**src/rtl/core/ddo_pkg.sv**
```systemverilog
package ddo_pkg;

   typedef struct packed {
      logic signed [31:0] count_a;
      logic signed [31:0] count_b;
   } req_type;

   typedef struct packed {
      logic signed [31:0] pos_x;
      logic signed [31:0] pos_y;
      logic        [31:0] heading;
      logic signed [31:0] step_x;
      logic signed [31:0] step_y;
      logic signed [31:0] step_heading;
      logic signed [15:0] quat_z;
      logic signed [15:0] quat_w;
   } rsp_type;

   typedef struct packed {
      logic        integration_mode;
      logic        swap_sides;
      logic        invert_wheel_a;
      logic        invert_wheel_b;
      logic [31:0] meters_per_step;
      logic [31:0] angle_per_step_diff;
   } cfg_type;

   localparam logic [1:0] MUL_TRAVEL = 2'd0;
   localparam logic [1:0] MUL_HEAD   = 2'd1;
   localparam logic [1:0] MUL_X      = 2'd2;
   localparam logic [1:0] MUL_Y      = 2'd3;

   localparam logic CORDIC_MOTION = 1'b0;
   localparam logic CORDIC_QUAT   = 1'b1;

   localparam logic [2:0] REG_MODE   = 3'd0;
   localparam logic [2:0] REG_SWAP   = 3'd1;
   localparam logic [2:0] REG_INV_A  = 3'd2;
   localparam logic [2:0] REG_INV_B  = 3'd3;
   localparam logic [2:0] REG_MPS    = 3'd4;
   localparam logic [2:0] REG_APS    = 3'd5;

   localparam logic signed [32:0] CORDIC_K = 33'sd652032874;

   typedef struct packed {
      logic       load_in;
      logic [1:0] mul_sel;
      logic       travel_ld;
      logic       dh_ld;
      logic       cordic_init;
      logic       cordic_sel;
      logic       cordic_step;
      logic [4:0] cordic_idx;
      logic       sx_ld;
      logic       sy_ld;
      logic       acc_ld;
      logic       out_ld;
   } cmd_type;

   function automatic logic [31:0] atan_turns(input logic [4:0] idx);
      logic [31:0] r;
      unique case (idx)
         5'd0:  r = 32'h20000000;
         5'd1:  r = 32'h12E4051E;
         5'd2:  r = 32'h09FB385B;
         5'd3:  r = 32'h051111D4;
         5'd4:  r = 32'h028B0D43;
         5'd5:  r = 32'h0145D7E1;
         5'd6:  r = 32'h00A2F61E;
         5'd7:  r = 32'h00517C55;
         5'd8:  r = 32'h0028BE53;
         5'd9:  r = 32'h00145F2F;
         5'd10: r = 32'h000A2F98;
         5'd11: r = 32'h000517CC;
         5'd12: r = 32'h00028BE6;
         5'd13: r = 32'h000145F3;
         5'd14: r = 32'h0000A2FA;
         5'd15: r = 32'h0000517D;
         5'd16: r = 32'h000028BE;
         5'd17: r = 32'h0000145F;
         5'd18: r = 32'h00000A30;
         5'd19: r = 32'h00000518;
         5'd20: r = 32'h0000028C;
         5'd21: r = 32'h00000146;
         5'd22: r = 32'h000000A3;
         5'd23: r = 32'h00000051;
         5'd24: r = 32'h00000029;
         5'd25: r = 32'h00000014;
         5'd26: r = 32'h0000000A;
         5'd27: r = 32'h00000005;
         5'd28: r = 32'h00000003;
         5'd29: r = 32'h00000001;
         5'd30: r = 32'h00000001;
         default: r = 32'h00000000;
      endcase
      return r;
   endfunction

endpackage

```
**src/rtl/core/ddo_csr.sv**
```systemverilog
module ddo_csr (
   input  logic               clock,
   input  logic               reset,
   input  logic               psel,
   input  logic               penable,
   input  logic               pwrite,
   input  logic [4:0]         paddr,
   input  logic [31:0]        pwdata,
   output logic [31:0]        prdata,
   output logic               pready,
   output ddo_pkg::cfg_type   cfg
);
   import ddo_pkg::*;

   cfg_type    cfg_ff, cfg_in;
   logic [2:0] idx;
   logic       wr;

   assign idx    = paddr[4:2];
   assign wr     = psel && penable && pwrite;
   assign pready = 1'b1;
   assign cfg    = cfg_ff;

   always_comb begin
      cfg_in = cfg_ff;
      if (wr) begin
         unique case (idx)
            REG_MODE:  cfg_in.integration_mode    = pwdata[0];
            REG_SWAP:  cfg_in.swap_sides          = pwdata[0];
            REG_INV_A: cfg_in.invert_wheel_a      = pwdata[0];
            REG_INV_B: cfg_in.invert_wheel_b      = pwdata[0];
            REG_MPS:   cfg_in.meters_per_step     = pwdata;
            REG_APS:   cfg_in.angle_per_step_diff = pwdata;
            default:   cfg_in = cfg_ff;
         endcase
      end
   end

   always_comb begin
      unique case (idx)
         REG_MODE:  prdata = {31'd0, cfg_ff.integration_mode};
         REG_SWAP:  prdata = {31'd0, cfg_ff.swap_sides};
         REG_INV_A: prdata = {31'd0, cfg_ff.invert_wheel_a};
         REG_INV_B: prdata = {31'd0, cfg_ff.invert_wheel_b};
         REG_MPS:   prdata = cfg_ff.meters_per_step;
         REG_APS:   prdata = cfg_ff.angle_per_step_diff;
         default:   prdata = 32'd0;
      endcase
   end

   always_ff @(posedge clock) begin
      if (reset) begin
         cfg_ff.integration_mode    <= 1'b0;
         cfg_ff.swap_sides          <= 1'b1;
         cfg_ff.invert_wheel_a      <= 1'b0;
         cfg_ff.invert_wheel_b      <= 1'b0;
         cfg_ff.meters_per_step     <= 32'd4294967;
         cfg_ff.angle_per_step_diff <= 32'd349985280;
      end else begin
         cfg_ff <= cfg_in;
      end
   end

endmodule

```
**config.mk**
```make
export PLATFORM = sky130hd
export DESIGN_NAME = ddo_csr
export DESIGN_NICKNAME = d
export VERILOG_FILES = /design/src/rtl/core/ddo_pkg.sv /design/src/rtl/core/ddo_csr.sv
export SDC_FILE = /design/constraint.sdc
export NUM_CORES = 1
export LEC_CHECK = 0
export BUFFER_PORTS_ARGS = -buffer_cell sky130_fd_sc_hd__buf_2
export CAP_MARGIN = 0
export CORE_ASPECT_RATIO = 1.25
export CORE_UTILIZATION = 48
export CTS_BUF_LIST = sky130_fd_sc_hd__clkbuf_2
export DETAILED_ROUTE_END_ITERATION = 16
export GPL_ROUTABILITY_DRIVEN = 0
export PLACE_DENSITY = 0.79
export SYNTH_ARGS = -nofsm -noshare
export SYNTH_HDL_FRONTEND = slang
export SYNTH_SLANG_ARGS = --single-unit
export TNS_END_PERCENT = 20
```
**constraint.sdc**
```tcl
create_clock -name clock -period 2.1 [get_ports clock]
set_clock_uncertainty 0.05 [all_clocks]
set_input_delay 0.42 -clock clock [delete_from_list [all_inputs] [get_ports clock]]
set_output_delay 0.42 -clock clock [all_outputs]
set_load 0.01 [all_outputs]
```
==> out/metrics.cfg, run 1 <==
[floorplan]
ios=143
num_rows=32
die_x_um=75.0
dieArea_um2=6980
initial_core_util_pct=50.8
core_um2=6290
die_y_um=93.2

[detailed_routing]
drc=0
dr_total_vias=3161
routed_wl_um=8540
antenna_left=0
drt-wirelength-per-cell_um=15.1
drt_pass1_iterations=4
vias_per_cell=5.58
drt_iter0_markers=131

[layout]
final_common_cell=buf_2
fillers=557
multi_input_area_um2=1600
final_layout_size_suffix_gt1_share_pct=37.8
final_area_um2=4110
nets=518
area_growth_pct=28.7
largest_register_ffs=68
register_area_um2=1370
final_cell_mix=buf_2 (138), dfxtp_1 (64), o21ai_0 (40)
num_antenna_cells=0
post-route-util_pct=65.4

[flow_run]
cap_violations=0

[power]
ir_drop_mv=0.532
p_per_area_nw_per_um2=591
p_leak_nw=1.80

[placed_design]
placed_cell_area_um2=3930
io_buffers=139
pre_cts_ws_ps=59.7
hpwl_um=5590

[global_routing]
grt_max_degree=55
grt_overflow_total=0
grt_first_pass_wirelength_um=13300
grt_pass1_vias=2845
track_usage_pct=24.8
antenna_found_initial=0

[yosys]
synth-simple-area-share_pct=22.2
syn_nets=392
ys_types=28
ys_warn_count=0
synth_area_per_cell_um2=9.12
syn_area_um2=3190
synth-main-ff-cell=dfxtp_1
synthesis.instances=350
async_flop_share_pct=0
synthAdderAreaFrac_pct=0
synth_xor_area_share_pct=0
synth-edff-count=0
synth_compound_area_share_pct=20.5
synth.area.mux_share_pct=7.01
synth-seq-cells=68
ys_seq_area_share_pct=42.6
synth_top_family_by_area=simple AND/OR/NAND/NOR gates

[cts]
h-tree-depth=3
cts_tree=done
clk_latency_ps=480
clkTransAtPathRegs_ps=200
cts_made_buffers=9
cts.sinks=68
clock_path_buffers=2
cts-root-buf=clkbuf_2

[timing]
rsz0062_at_grt=yes
hold_slack_ps=105
final.min_clock_period_ps=2170
worst_slack_ps=-74.2
finalMaxSlewViolations=0
post-route-period-util_pct=104
max_freq_ghz=0.460
hold_viol=0
tns_ps=-74.2
setup_viol=1

[setup_path]
criticalPathCategory=reg2out
worstPathRequired_ps=1630
worst_setup_path_end_kind=output port
crit_arrival_ps=1700
crit_path_start_kind=flop
cp_max_fo=2

[outcome]
failed_checks=negative setup slack
status=complete, but fails checks

[min_path]
hp-class=in2reg

## critical path, cell delays in order (launching register included)
cell and delay (ps):
dfxtp_2 360, mux4_2 460, mux2_4 290, buf_6 120
## cells in the mapped netlist (2+ instances only)
cell | number | area (um^2)
a21oi_1 | 21 | 105
buf_4 | 12 | 90.1
o21ai_1 | 3 | 15.0
buf_6 | 4 | 45.0
nor2_1 | 29 | 109
nor4b_1 | 2 | 17.5
o21ai_0 | 40 | 200
dfxtp_1 | 68 | 1360
mux2i_1 | 19 | 190
clkbuf_1 | 15 | 56.3
buf_2 | 10 | 50.1
a22o_1 | 31 | 272
and3_1 | 8 | 50.1
a211o_1 | 7 | 61.3
nand2b_1 | 26 | 163
nand3_1 | 22 | 110
nand4b_1 | 22 | 193
## path summary, 6_finish.rpt
check,from,endpoint,slack [ps],cells past startpoint
max,cfg[64],prdata[0],-70,3
min,pwdata[15],cfg[15],100,3
max reg2reg,cfg[1],cfg[1],1320,2
min reg2reg,cfg[56],cfg[56],440,2
## through the flow
stage                     power (mW)  std cells
after floorplan                 1.49        350
after global placement          1.59        546
after detailed placement        1.59        546
after CTS                       2.46        566
after global routing            2.55        566
final                           2.43        566
## repair_timing
action / 4_1_cts / 5_1_grt
pin swaps: 0 / 0
hold buffers: 0 / 0
setup buffers: 4 / 0
endpoints found under the setup margin: 1 / 1
gates resized for setup: 6 / 0
## layer usage
| metal | part of all wire [%] | track usage (%) | vias up |
|---|---|---|---|
| li1 | - | - | 1517 |
| met3 | 6.0 | 4.42 | 23 |
| met4 | 2.9 | 13.2 | 0 |
| met2 | 48 | 40.6 | 121 |
| met5 | 0 | 0 | - |
| met1 | 43 | 30.2 | 1500 |
## layout make-up
type	count	area share [%]
sequential	68	33.2
multi-input combinational	241	38.8
timing repair buffer	156	22.0
clock inverter	7	2.22
tap	85	2.59
clock buffer	9	1.10
## cells by family after synthesis
logic type,Yosys count
AO/OA/AOI/OAI,102
buffers and inverters,41
flip-flops,68
multiplexers,21
other,1
AND/OR/NAND/NOR,117
## report_power, final
part           internal, mW  total, mW  switching, mW  leakage, nW
logic                 0.114      0.261          0.146         1.17
registers              1.30       1.31        0.00774        0.550
clock network         0.390      0.857          0.467       0.0816
(Power assumes the default switching activity.)
==> inputs of run 2 (changes only) <==
- REMOVE_ABC_BUFFERS: not set -> 1
==> run 2 against run 1 <==
Effect of this change:
- largest power group unchanged
- sequential power is essentially flat
- the run still ends with negative setup slack left
- core utilization down 2.0 points
- fmax grew 0.26%
- critical path type unchanged
- die area stayed put
- via count down 1.1%
==> out/metrics.cfg, run 2 (synthesis gave the netlist of run 1 again) <==
[outcome]
status=complete, but fails checks
failed_checks=negative setup slack

[timing]
post-route-period-util_pct=103  ; -0.26 points
max_freq_ghz=0.461  ; +0.26%
finalMaxSlewViolations=0  ; unchanged
hold_viol=0  ; unchanged
rsz0062_at_grt=yes
final.min_clock_period_ps=2170  ; -5.55 ps
setup_viol=1  ; unchanged
worst_slack_ps=-68.7  ; +5.55 ps

[floorplan]
dieArea_um2=6980  ; unchanged
die_x_um=75.0  ; unchanged
core_um2=6290  ; unchanged
num_rows=32  ; unchanged
initial_core_util_pct=50.8  ; unchanged
die_y_um=93.2  ; unchanged
ios=143  ; unchanged

[layout]
final_common_cell=buf_2
final_layout_size_suffix_gt1_share_pct=36.6  ; -1.2 points
fin_cells=563  ; -0.53%
num_antenna_cells=0  ; unchanged
post-route-util_pct=63.4  ; -2.0 points
final_cell_mix=buf_2 (138), dfxtp_1 (66), o21ai_0 (40)
final_area_um2=3990  ; -3.0%
area_growth_pct=24.9
largest_register_ffs=68  ; unchanged
nets=516  ; -0.39%

[detailed_routing]
drt_pass1_iterations=5  ; +1
drt_iter0_markers=152  ; +16%
drt-wirelength-per-cell_um=14.8  ; -2.1%
antenna_left=0  ; unchanged
drc=0  ; unchanged
vias_per_cell=5.55  ; -0.58%
dr_total_vias=3126  ; -1.1%
routed_wl_um=8320  ; -2.7%

[setup_path]
ff2ff_setup_slack_ps=1340  ; +20 ps
worst_setup_path_end_kind=output port
r2r_start=cfg[64]
rr_worst_depth=3  ; +1
worstPathRequired_ps=1630  ; about the same
worstReg2RegEnd=cfg[64]
crit_path_start_kind=flop
cp_max_fo=3  ; +1
crit_arrival_ps=1700  ; about the same
criticalPathCategory=reg2out

[min_path]
min_from=pwdata[5]
hold_end=cfg[5]
hold_depth=3  ; unchanged
hp-class=in2reg

[cts]
cts-root-buf=clkbuf_2
hold_buffers=0  ; unchanged
cts.sinks=68  ; unchanged
clk_latency_ps=490  ; about the same
cts_tree=done
clock_path_buffers=2  ; unchanged
clkTransAtPathRegs_ps=190  ; about the same
h-tree-depth=3  ; unchanged
cts_made_buffers=9  ; unchanged

[power]
finalPower_mw=2.14  ; -12%
p_leak_nw=1.75  ; -2.8%
p_per_area_nw_per_um2=538  ; -9.0%
ir_drop_mv=0.386  ; -27%

[placed_design]
pre_cts_ws_ps=95.8  ; +36.1 ps
hpwl_um=5610  ; +0.37%
io_buffers=139  ; unchanged
placed_cell_area_um2=3900  ; -0.76%
dp.cells=547  ; +0.18%

[global_routing]
grt_pass1_vias=2897  ; +1.8%
grt_first_pass_wirelength_um=13100  ; -1.2%
antenna_found_initial=0  ; unchanged
track_usage_pct=24.5  ; -0.30 points
grt_max_degree=44  ; -20%
grt_overflow_total=0  ; unchanged

[flow_run]
cap_violations=0  ; unchanged

-- run 2: layout make-up --
class | count | area, um^2
Multi-Input combinational cell | 241 | 1590
Clock inverter | 4 | 17.5
Timing Repair Buffer | 154 | 852
Tap cell | 85 | 106
Fill cell | 570 | 2300
Sequential cell | 68 | 1360
Clock buffer | 11 | 55.1
-- run 2: through the flow --
stage | setup TNS [ps] | hold WS [ps]
4_1_cts | -122 | 57.1
2_1_floorplan | -22070 | 439
6_report | -68.7 | 103
3_3_place_gp | 0 | 417
3_5_place_dp | 0 | 416
5_1_grt | -165 | 34.9
-- run 2: timing repair --
item,CTS,global route
gates resized for setup,2,1
setup buffers,1,0
setup endpoints to repair,1,1
-- run 2: worst max path at each step --
| stage | start | end | depth (start not counted) |
|---|---|---|---|
| 3_3_place_gp | paddr[2] | prdata[0] | 4 |
| 6_report | cfg[65] | prdata[0] | 3 |
| 4_1_cts | cfg[64] | prdata[0] | 3 |
| 3_5_place_dp | paddr[2] | prdata[0] | 4 |
| 2_1_floorplan | paddr[4] | cfg[32] | 3 |
| 5_1_grt | cfg[64] | prdata[0] | 3 |
-- run 2: power breakdown --
| group | switching [mW] | leakage [nW] | total (mW) | internal, mW |
|---|---|---|---|---|
| registers | 0.00755 | 0.550 | 1.31 | 1.30 |
| clock network | 0.436 | 0.0566 | 0.584 | 0.149 |
| logic | 0.142 | 1.15 | 0.250 | 0.107 |
-- run 2: routing by layer --
| metal | track usage (%) | vias up | wire [um] |
|---|---|---|---|
| met4 | 9.91 | 0 | 113 |
| met5 | 0 | - | 0 |
| met3 | 7.11 | 12 | 519 |
| li1 | - | 1514 | - |
| met1 | 28.2 | 1489 | 3500 |
| met2 | 41.5 | 111 | 4180 |
-- run 2: critical path, stage by stage, from the launching register on --
cell	delay, ps
dfxtp_2	370
mux4_2	440
mux2_2	280
buf_6	120
