$ cat src/rtl/core/ddo_pkg.sv
package ddo_pkg;

   typedef struct packed {
      logic signed [31:0] count_a;
      logic signed [31:0] count_b;
   } req_type;

   typedef struct packed {
      logic signed [31:0] pos_x;
      logic signed [31:0] pos_y;
      logic        [31:0] heading;
      logic signed [31:0] step_x;
      logic signed [31:0] step_y;
      logic signed [31:0] step_heading;
      logic signed [15:0] quat_z;
      logic signed [15:0] quat_w;
   } rsp_type;

   typedef struct packed {
      logic        integration_mode;
      logic        swap_sides;
      logic        invert_wheel_a;
      logic        invert_wheel_b;
      logic [31:0] meters_per_step;
      logic [31:0] angle_per_step_diff;
   } cfg_type;

   localparam logic [1:0] MUL_TRAVEL = 2'd0;
   localparam logic [1:0] MUL_HEAD   = 2'd1;
   localparam logic [1:0] MUL_X      = 2'd2;
   localparam logic [1:0] MUL_Y      = 2'd3;

   localparam logic CORDIC_MOTION = 1'b0;
   localparam logic CORDIC_QUAT   = 1'b1;

   localparam logic [2:0] REG_MODE   = 3'd0;
   localparam logic [2:0] REG_SWAP   = 3'd1;
   localparam logic [2:0] REG_INV_A  = 3'd2;
   localparam logic [2:0] REG_INV_B  = 3'd3;
   localparam logic [2:0] REG_MPS    = 3'd4;
   localparam logic [2:0] REG_APS    = 3'd5;

   localparam logic signed [32:0] CORDIC_K = 33'sd652032874;

   typedef struct packed {
      logic       load_in;
      logic [1:0] mul_sel;
      logic       travel_ld;
      logic       dh_ld;
      logic       cordic_init;
      logic       cordic_sel;
      logic       cordic_step;
      logic [4:0] cordic_idx;
      logic       sx_ld;
      logic       sy_ld;
      logic       acc_ld;
      logic       out_ld;
   } cmd_type;

   function automatic logic [31:0] atan_turns(input logic [4:0] idx);
      logic [31:0] r;
      unique case (idx)
         5'd0:  r = 32'h20000000;
         5'd1:  r = 32'h12E4051E;
         5'd2:  r = 32'h09FB385B;
         5'd3:  r = 32'h051111D4;
         5'd4:  r = 32'h028B0D43;
         5'd5:  r = 32'h0145D7E1;
         5'd6:  r = 32'h00A2F61E;
         5'd7:  r = 32'h00517C55;
         5'd8:  r = 32'h0028BE53;
         5'd9:  r = 32'h00145F2F;
         5'd10: r = 32'h000A2F98;
         5'd11: r = 32'h000517CC;
         5'd12: r = 32'h00028BE6;
         5'd13: r = 32'h000145F3;
         5'd14: r = 32'h0000A2FA;
         5'd15: r = 32'h0000517D;
         5'd16: r = 32'h000028BE;
         5'd17: r = 32'h0000145F;
         5'd18: r = 32'h00000A30;
         5'd19: r = 32'h00000518;
         5'd20: r = 32'h0000028C;
         5'd21: r = 32'h00000146;
         5'd22: r = 32'h000000A3;
         5'd23: r = 32'h00000051;
         5'd24: r = 32'h00000029;
         5'd25: r = 32'h00000014;
         5'd26: r = 32'h0000000A;
         5'd27: r = 32'h00000005;
         5'd28: r = 32'h00000003;
         5'd29: r = 32'h00000001;
         5'd30: r = 32'h00000001;
         default: r = 32'h00000000;
      endcase
      return r;
   endfunction

endpackage

$ cat src/rtl/core/ddo_ctrl.sv
module ddo_ctrl #(
   parameter int CORDIC_STAGES = 16
) (
   input  logic             clock,
   input  logic             reset,
   input  logic             req_valid,
   output logic             req_ready,
   output logic             rsp_valid,
   input  logic             rsp_ready,
   output ddo_pkg::cmd_type cmd
);
   import ddo_pkg::*;

   localparam logic [3:0] S_IDLE = 4'd0;
   localparam logic [3:0] S_MT   = 4'd1;
   localparam logic [3:0] S_MH   = 4'd2;
   localparam logic [3:0] S_HD   = 4'd3;
   localparam logic [3:0] S_CI1  = 4'd4;
   localparam logic [3:0] S_CR1  = 4'd5;
   localparam logic [3:0] S_MX   = 4'd6;
   localparam logic [3:0] S_MY   = 4'd7;
   localparam logic [3:0] S_SY   = 4'd8;
   localparam logic [3:0] S_ACC  = 4'd9;
   localparam logic [3:0] S_CI2  = 4'd10;
   localparam logic [3:0] S_CR2  = 4'd11;
   localparam logic [3:0] S_OUT  = 4'd12;

   localparam logic [4:0] LAST = 5'(CORDIC_STAGES - 1);

   logic [3:0] state_ff, state_in;
   logic [4:0] cnt_ff, cnt_in;
   logic       valid_ff, valid_in;
   logic       out_free;

   assign out_free  = !valid_ff || rsp_ready;
   assign rsp_valid = valid_ff;
   assign req_ready = (state_ff == S_IDLE);

   always_comb begin
      state_in = state_ff;
      cnt_in   = cnt_ff;
      cmd      = '0;
      cmd.mul_sel    = MUL_TRAVEL;
      cmd.cordic_idx = cnt_ff;
      unique case (state_ff)
         S_IDLE: begin
            if (req_valid) begin
               cmd.load_in = 1'b1;
               state_in    = S_MT;
            end
         end
         S_MT: begin
            cmd.mul_sel = MUL_TRAVEL;
            state_in    = S_MH;
         end
         S_MH: begin
            cmd.mul_sel   = MUL_HEAD;
            cmd.travel_ld = 1'b1;
            state_in      = S_HD;
         end
         S_HD: begin
            cmd.dh_ld = 1'b1;
            state_in  = S_CI1;
         end
         S_CI1: begin
            cmd.cordic_init = 1'b1;
            cmd.cordic_sel  = CORDIC_MOTION;
            cnt_in          = 5'd0;
            state_in        = S_CR1;
         end
         S_CR1: begin
            cmd.cordic_step = 1'b1;
            if (cnt_ff == LAST) begin
               state_in = S_MX;
            end else begin
               cnt_in = cnt_ff + 5'd1;
            end
         end
         S_MX: begin
            cmd.mul_sel = MUL_X;
            state_in    = S_MY;
         end
         S_MY: begin
            cmd.mul_sel = MUL_Y;
            cmd.sx_ld   = 1'b1;
            state_in    = S_SY;
         end
         S_SY: begin
            cmd.sy_ld = 1'b1;
            state_in  = S_ACC;
         end
         S_ACC: begin
            cmd.acc_ld = 1'b1;
            state_in   = S_CI2;
         end
         S_CI2: begin
            cmd.cordic_init = 1'b1;
            cmd.cordic_sel  = CORDIC_QUAT;
            cnt_in          = 5'd0;
            state_in        = S_CR2;
         end
         S_CR2: begin
            cmd.cordic_step = 1'b1;
            if (cnt_ff == LAST) begin
               state_in = S_OUT;
            end else begin
               cnt_in = cnt_ff + 5'd1;
            end
         end
         S_OUT: begin
            if (out_free) begin
               cmd.out_ld = 1'b1;
               state_in   = S_IDLE;
            end
         end
         default: state_in = S_IDLE;
      endcase
   end

   always_comb begin
      valid_in = valid_ff;
      if (cmd.out_ld) begin
         valid_in = 1'b1;
      end else if (rsp_ready) begin
         valid_in = 1'b0;
      end
   end

   always_ff @(posedge clock) begin
      if (reset) begin
         state_ff <= S_IDLE;
         cnt_ff   <= 5'd0;
         valid_ff <= 1'b0;
      end else begin
         state_ff <= state_in;
         cnt_ff   <= cnt_in;
         valid_ff <= valid_in;
      end
   end

`ifndef NO_ASSERTIONS
   a_accept_starts: assert property (@(posedge clock) disable iff (reset)
      (req_valid && req_ready) |=> (state_ff == S_MT))
      else $error("accepted item did not start processing");
   a_cnt_range: assert property (@(posedge clock) disable iff (reset)
      cnt_ff <= LAST)
      else $error("cordic iteration count out of range");
   a_no_overwrite: assert property (@(posedge clock) disable iff (reset)
      cmd.out_ld |-> (!valid_ff || rsp_ready))
      else $error("result register overwritten while pending");
   a_out_valid: assert property (@(posedge clock) disable iff (reset)
      cmd.out_ld |=> valid_ff)
      else $error("loaded result not presented");
`endif

endmodule

$ cat config.mk
export PLATFORM = sky130hd
export DESIGN_NAME = ddo_ctrl
export DESIGN_NICKNAME = d
export VERILOG_FILES = /design/src/rtl/core/ddo_pkg.sv /design/src/rtl/core/ddo_ctrl.sv
export SDC_FILE = /design/constraint.sdc
export NUM_CORES = 1
export LEC_CHECK = 0
export ABC_AREA = 0
export BUFFER_PORTS_ARGS = -buffer_cell sky130_fd_sc_hd__buf_2
export CAP_MARGIN = 25
export CORE_MARGIN = 3
export CORE_UTILIZATION = 40
export DETAILED_ROUTE_END_ITERATION = 10
export GPL_TIMING_DRIVEN = 0
export PLACE_DENSITY_LB_ADDON = 0.25
export SYNTH_ARGS = -nofsm -noshare
export SYNTH_HDL_FRONTEND = slang
export SYNTH_SLANG_ARGS = --single-unit
$ cat constraint.sdc
create_clock -name clock -period 1.7 [get_ports clock]
set_clock_uncertainty 0.05 [all_clocks]
set_input_delay 0.51 -clock clock [delete_from_list [all_inputs] [get_ports clock]]
set_output_delay 0.51 -clock clock [all_outputs]
set_load 0.02 [all_outputs]
==> summary.txt, run 1 <==
Floorplan
  • Core ar.: 1560 µm²
  • Starting Density: 0.437
  • Die W: 47.3 µm
  • I/O Pins: 23
  • Floorplan row count: 14
  • Die height: 47.3 µm
  • Full die area: 2240 µm²

Clock tree
  • Clk slew on worst S/H paths: 0.08 ns
  • CTS Sinks: 10
  • Clk Latency, worst-skew pair: 0.30 ns
  • Clock root buffer: clkbuf_4
  • CTS tree: yes
  • H-tree depth: 1
  • TritonCTS buffer count: 3
  • Hold-fix buffers, CTS: 0
  • CTS Buffer Depth: 2

Critical path
  • Required time worst endpoint: 1.14 ns
  • R2R cell count: 8
  • Reg2Reg Setup Slack: -0.18 ns
  • Worst path top cell family by delay: simple AND/OR/NAND/NOR gates
  • Largest fanout on the critical path: 5
  • CP Class: register to output pin
  • Crit path from: state_ff[3]
  • Crit-path max cell delay: 0.56 ns
  • Crit path buf inv count: 2
  • Worst Setup End Kind: output pin
  • CP Cell Sequence: or4_4 -> inv_4 -> and2_4 -> buf_6
  • Critical Path AT: 1.55 ns
  • Crit start category: register
  • R2R Path End: state_ff[1]
  • CP Depth: 4
  • R2r startpoint: state_ff[3]
  • End point of the critical path: cmd[16]
  • Slowest cell on the critical path: or4_4

Synthesis
  • Seq cells post-synth: 10
  • Synthesized instance count: 85
  • Synth unique cells: 37
  • Netlist Area Pre-Place: 682 µm²
  • Yosys warns: 0
  • Post-synth EDFFs: 0
  • Syn nets: 91
  • Syn avg cell area: 8.02 µm²
  • Prevailing post-synth register cell: dfxtp_1
  • Ys async rst share: 0
  • Seq/Total Area, Yosys: 0.294

GRT
  • Largest net degree at the start of global routing: 11
  • Grt total ovfl: 0
  • Number of antenna violations at the first check in global routing: 0
  • Number of global-route vias before repair: 734
  • Global-route wire length before repair: 3360 µm
  • All-layer global routing usage: 0.213

Hold path
  • Worst hold start: cnt_ff[3]
  • Hold Crit Class: register to register
  • Hold Path Stages: 2

Finish
  • Number of fill cells in the layout: 65
  • Commonest non-fill, non-tap cell in the layout: buf_6
  • Register Area: 215 µm²
  • Commonest non-fill, non-tap cells in the layout: 21 x buf_6, 20 x buf_4, 8 x buf_2
  • Fin util: 0.899
  • Post-layout nets: 142
  • Multi-input combinational cell area: 637 µm²
  • Inserted Diodes: 0
  • Ratio of cells with drive above 1 in the final layout: 0.748
  • Area delta synth->final: 106%

Power
  • Power share of the combinational group: 0.721
  • Switching part of the total: 0.423
  • Part of the power in registers: 0.170
  • Pwr Density: 1560 nW/µm²
  • Leakage: 0.000605 µW
  • Clock power frac: 0.110
  • Internal Dissipation: 1260 µW
  • Net Sw Power: 927 µW
  • Max VDD drop: 0.00123 V

Place
  • DP HPWL: 1220 µm
  • Gpl congestion: 0.766
  • PortBufs: 21
  • Dpl ws: -0.216 ns

Drt
  • Vias per Instance: 6.19
  • Final wirelength: 3230 µm
  • Routed len/inst: 21.4 µm
  • First-pass DRT Iterations: 4
  • Drt drc: 0
  • Routed via count: 934
  • DRT iter0 DRCs: 21
  • Antenna Nets Post-Route: 0

Flow run
  • Max-cap viol count: 0

Status
  • Status: finished with violations
  • Failing checks: setup timing

Timing
  • Minimum clock period: 2.11 ns
  • Max Transition Viols Final: 0
  • Final Cycle Share: 1.24
  • Tightest Pin Transition: 0.631 ns
  • PnR worst setup slack: -0.412 ns
  • Setup TNS: -4.46 ns
  • Slew headroom: 0.579
  • Hold Worst Slack: 0.481 ns
  • RSZ-0062 raised after global routing: true
  • Final Hold Viols: 0
  • Final setup violation count: 22
  • Max Fclk: 473 MHz
## cells by family after synthesis
group                    share of synthesized area
AO/OA/AOI/OAI                                0.206
flip-flops                                   0.294
adder cells (fa/ha/maj)                     0.0367
XOR/XNOR                                    0.0128
buffers and inverters                       0.0679
AND/OR/NAND/NOR                              0.352
multiplexers                                0.0312
## worst min path at each step
stage,endpoint,slack (ns)
2_1_floorplan,cnt_ff[3],0.52
3_3_place_gp,cnt_ff[4],0.44
3_5_place_dp,cnt_ff[3],0.45
4_1_cts,cnt_ff[3],0.46
5_1_grt,cnt_ff[3],0.53
6_report,cnt_ff[3],0.48
## power groups by stage
stage	Clock, µW	Sequential [µW]	Combinational [µW]
2_1_floorplan	0	332	595
3_3_place_gp	0	337	743
3_5_place_dp	0	339	754
4_1_cts	225	350	1130
5_1_grt	250	372	1650
6_report	240	372	1580
## routing by layer
metal | global-route usage | wire length, µm | share of wire | up-vias
li1 | - | - | - | 412
met1 | 0.262 | 1260 | 0.39 | 462
met2 | 0.358 | 1670 | 0.52 | 42
met3 | 0.0690 | 129 | 0.040 | 18
met4 | 0.0497 | 163 | 0.050 | 0
met5 | 0 | 0 | 0 | -
## area by class of cell
type / instances / share of cell area
Multi-Input combinational cell: 65 / 0.454
Timing Repair Buffer: 47 / 0.301
Sequential cell: 10 / 0.154
Buffer: 5 / 0.0384
Clock buffer: 4 / 0.0259
Tap cell: 16 / 0.0143
Inverter: 4 / 0.0125
## tightest hold or removal path: stages, from the launching register on
cell and delay (ns):
dfxtp_1 0.34, o21ai_1 0.08, a21oi_1 0.07
## sequential cells by signal, summed over array words and instances, names as in the netlist
name / cells
state_ff: 4
cnt_ff: 5
rsp_valid: 1
## through the flow
step           total power, µW  cell area, µm²  cells
3_3_place_gp              1080             846    122
6_report                  2190            1400    151
4_1_cts                   1710            1130    137
3_5_place_dp              1090             846    122
2_1_floorplan              927             721     85
5_1_grt                   2270            1400    151
## cell usage after synthesis, types with 3 or more instances
cell | instances | area share
a21oi_1 | 7 | 0.051
and2_1 | 5 | 0.046
buf_2 | 4 | 0.029
dfxtp_1 | 10 | 0.29
inv_1 | 4 | 0.022
nand2_1 | 3 | 0.017
nand2b_1 | 4 | 0.037
nor2_1 | 9 | 0.050
o21ai_1 | 3 | 0.022
or3_1 | 3 | 0.028
## timing repair
action / CTS / global route
gates cloned: 0 / 1
setup endpoints to repair: 18 / 21
pin swaps: 11 / 18
gates resized for setup: 50 / 35
buffers inserted: 12 / 13
Power figures use the tool's default switching activity.
==> inputs of run 2 (changes only) <==
--- a/config.mk
+++ b/config.mk
@@ -5,7 +5,7 @@
 export SDC_FILE = /design/constraint.sdc
 export NUM_CORES = 1
 export LEC_CHECK = 0
-export ABC_AREA = 0
+export ABC_AREA = 1
 export BUFFER_PORTS_ARGS = -buffer_cell sky130_fd_sc_hd__buf_2
 export CAP_MARGIN = 25
 export CORE_MARGIN = 3
==> summary.txt, run 2 <==
Clock tree
  • Hold-fix buffers, CTS: 0
  • CTS tree: yes
  • Clk Latency, worst-skew pair: 0.26 ns
  • Clock root buffer: clkbuf_4
  • TritonCTS buffer count: 3
  • CTS Sinks: 10
  • H-tree depth: 1
  • Clk slew on worst S/H paths: 0.07 ns
  • CTS Buffer Depth: 2

GRT
  • Number of antenna violations at the first check in global routing: 0
  • GR Util met1: 0.211
  • Number of global-route vias before repair: 813
  • Largest net degree at the start of global routing: 11
  • Most crowded layer after global routing: met2
  • Grt total ovfl: 0
  • Global-route wire length before repair: 3370 µm
  • Met2 usage in global routing: 0.307
  • Met3 GRT Util: 0.0583
  • All-layer global routing usage: 0.175

Synthesis
  • Area share of and/or/nand/nor cells after synthesis: 0.526
  • Syn avg cell area: 5.79 µm²
  • Synthesized instance count: 124
  • Most frequent cell after synthesis: nor2_1
  • Compound-Gate Fraction of Synth Area: 0.0436
  • Post-synthesis adder-cell area fraction: 0.0348
  • Largest family of logic cells by synthesized area: simple AND/OR/NAND/NOR gates
  • XOR/XNOR share of the synthesized area: 0.0122
  • Leading area contributor after synthesis: dfxtp_1
  • Top post-synthesis cells by area: dfxtp_1 28%, nor2_1 20%, nand2_1 14%
  • Netlist Area Pre-Place: 718 µm²
  • Ys async rst share: 0
  • Prevailing post-synth register cell: dfxtp_1
  • Seq cells post-synth: 10
  • Syn nets: 130
  • Top cells by count, synth: 38 x nor2_1, 26 x nand2_1, 14 x inv_1
  • Synth top area share: 0.279
  • Yosys warns: 0
  • Post-synthesis mux area share: 0
  • Post-synth EDFFs: 0
  • Synth unique cells: 19
  • Seq/Total Area, Yosys: 0.279

Critical path
  • Crit path buf inv count: 3
  • Crit-path max cell delay: 0.38 ns
  • Critical Path AT: 1.16 ns
  • CP Cell Sequence: buf_4 -> inv_2 -> nand2_1 -> nor2_2 -> buf_4
  • Required time worst endpoint: 1.14 ns
  • Worst path top cell family by delay: flip-flops
  • Crit start category: register
  • Most frequent CP cell: buf_4
  • Slowest cell on the critical path: dfxtp_4
  • CP Class: register to output pin
  • Largest fanout on the critical path: 5
  • Worst Setup End Kind: output pin

Floorplan
  • Die W: 48.4 µm
  • Core ar.: 1590 µm²
  • Floorplan row count: 14
  • Full die area: 2340 µm²
  • Starting Density: 0.451
  • I/O Pins: 23
  • Die height: 48.4 µm

Flow run
  • Max-cap viol count: 0

Timing
  • Max Transition Viols Final: 0
  • Slew headroom: 0.806
  • Final Cycle Share: 1.01
  • Minimum clock period: 1.72 ns
  • Final Hold Viols: 0
  • Hold Worst Slack: 0.395 ns
  • Setup TNS: -0.0755 ns
  • Tightest Pin Transition: 0.290 ns
  • Final setup violation count: 5
  • RSZ-0062 raised after global routing: true
  • Max Fclk: 580 MHz
  • PnR worst setup slack: -0.0232 ns

Drt
  • DRT iter0 DRCs: 17
  • Vias per Instance: 4.83
  • Antenna Nets Post-Route: 0
  • Routed via count: 898
  • Routed len/inst: 10.6 µm
  • First-pass DRT Iterations: 4
  • Final wirelength: 1960 µm
  • Drt drc: 0

Power
  • Leakage: 0.000572 µW
  • Pwr Density: 1800 nW/µm²
  • Net Sw Power: 1000 µW
  • Clock power frac: 0.106
  • Overall power: 2010 µW
  • Max VDD drop: 0.000937 V
  • Power share of the combinational group: 0.650
  • Part of the power in registers: 0.244
  • Switching part of the total: 0.501
  • Internal Dissipation: 1000 µW

Status
  • Failing checks: setup timing
  • Status: finished with violations

Finish
  • Post-layout nets: 169
  • Inserted Diodes: 0
  • Post-route cell area: 1110 µm²
  • Commonest non-fill, non-tap cell in the layout: nor2_1
  • Largest register by flop count: cnt_ff
  • Ratio of cells with drive above 1 in the final layout: 0.463
  • Area delta synth->final: 55.1%
  • Commonest non-fill, non-tap cells in the layout: 29 x nor2_1, 21 x nand2_1, 21 x buf_4
  • Max reg flops: 5

Place
  • DP HPWL: 1300 µm
  • PortBufs: 22
  • Dpl cell area: 858 µm²
  • Gpl congestion: 0.858

Hold path
  • Hold Crit Class: input port to register
-- run 2: cell count changes in the layout (fill, tap and decap cells not counted), moves of 3 or more --
cell / previous run / this run
buf_2: 8 / 11
nand2_2: 1 / 8
a21oi_2: 4 / 0
and2_4: 3 / 0
nand2b_1: 3 / 0
inv_1: 2 / 11
nand2_1: 1 / 21
nor2_2: 2 / 7
nor2_1: 3 / 29
nand3_1: 0 / 9
inv_2: 1 / 6
buf_6: 21 / 3
-- run 2: kinds of logic (layout without fill, tap and decap cells) --
group	Yosys count	in the layout
adders and majority gates	2	2
and+or+nand+nor	86	86
DFF	10	10
buffers and inverters	19	57
AOI/OAI and AO/OA	6	6
xor gates and xnor gates	1	1
-- run 2: cell type report --
| type | instances | area (µm²) |
|---|---|---|
| multi-input combinational | 95 | 515 |
| inverter | 18 | 70.1 |
| tap | 24 | 30.0 |
| sequential | 10 | 215 |
| clock buffer | 4 | 36.3 |
| timing repair buffer | 35 | 246 |
| fill | 133 | 480 |
-- run 2: final timing paths --
kind,startpoint,end,slack [ns],cells past startpoint
hold / removal,reset,cnt_ff[2],0.40,2
setup / recovery,state_ff[1],cmd[1],-0.02,5
setup reg to reg,cnt_ff[0],cnt_ff[0],0.19,10
hold reg to reg,cnt_ff[3],cnt_ff[3],0.48,2
-- run 2: repair_timing --
action,4_1_cts,5_1_grt
pin swaps,6,5
setup buffers,12,1
setup endpoints to repair,13,15
gates resized for setup,28,21
-- run 2: metal layers --
layer,up-vias,wire length (µm),part of all wire
met5,-,0,0
li1,458,-,-
met3,2,128,0.065
met4,0,10,0.0051
met1,407,855,0.44
met2,31,969,0.49
-- run 2: metrics by stage --
stage,std cells,utilization,setup slack (ns)
after floorplan,124,-,0.0496
after global placement,170,0.538,-0.0344
after detailed placement,170,0.538,-0.0234
after CTS,185,0.659,-0.0379
after global routing,186,0.699,-0.0914
final,186,0.699,-0.0232
-- run 2: power by group through the flow --
stage	Clock, µW	Combinational (µW)	Sequential [µW]
4_1_cts	220	1200	462
2_1_floorplan	0	697	441
3_5_place_dp	0	969	418
5_1_grt	234	1440	503
6_report	213	1300	490
3_3_place_gp	0	957	412
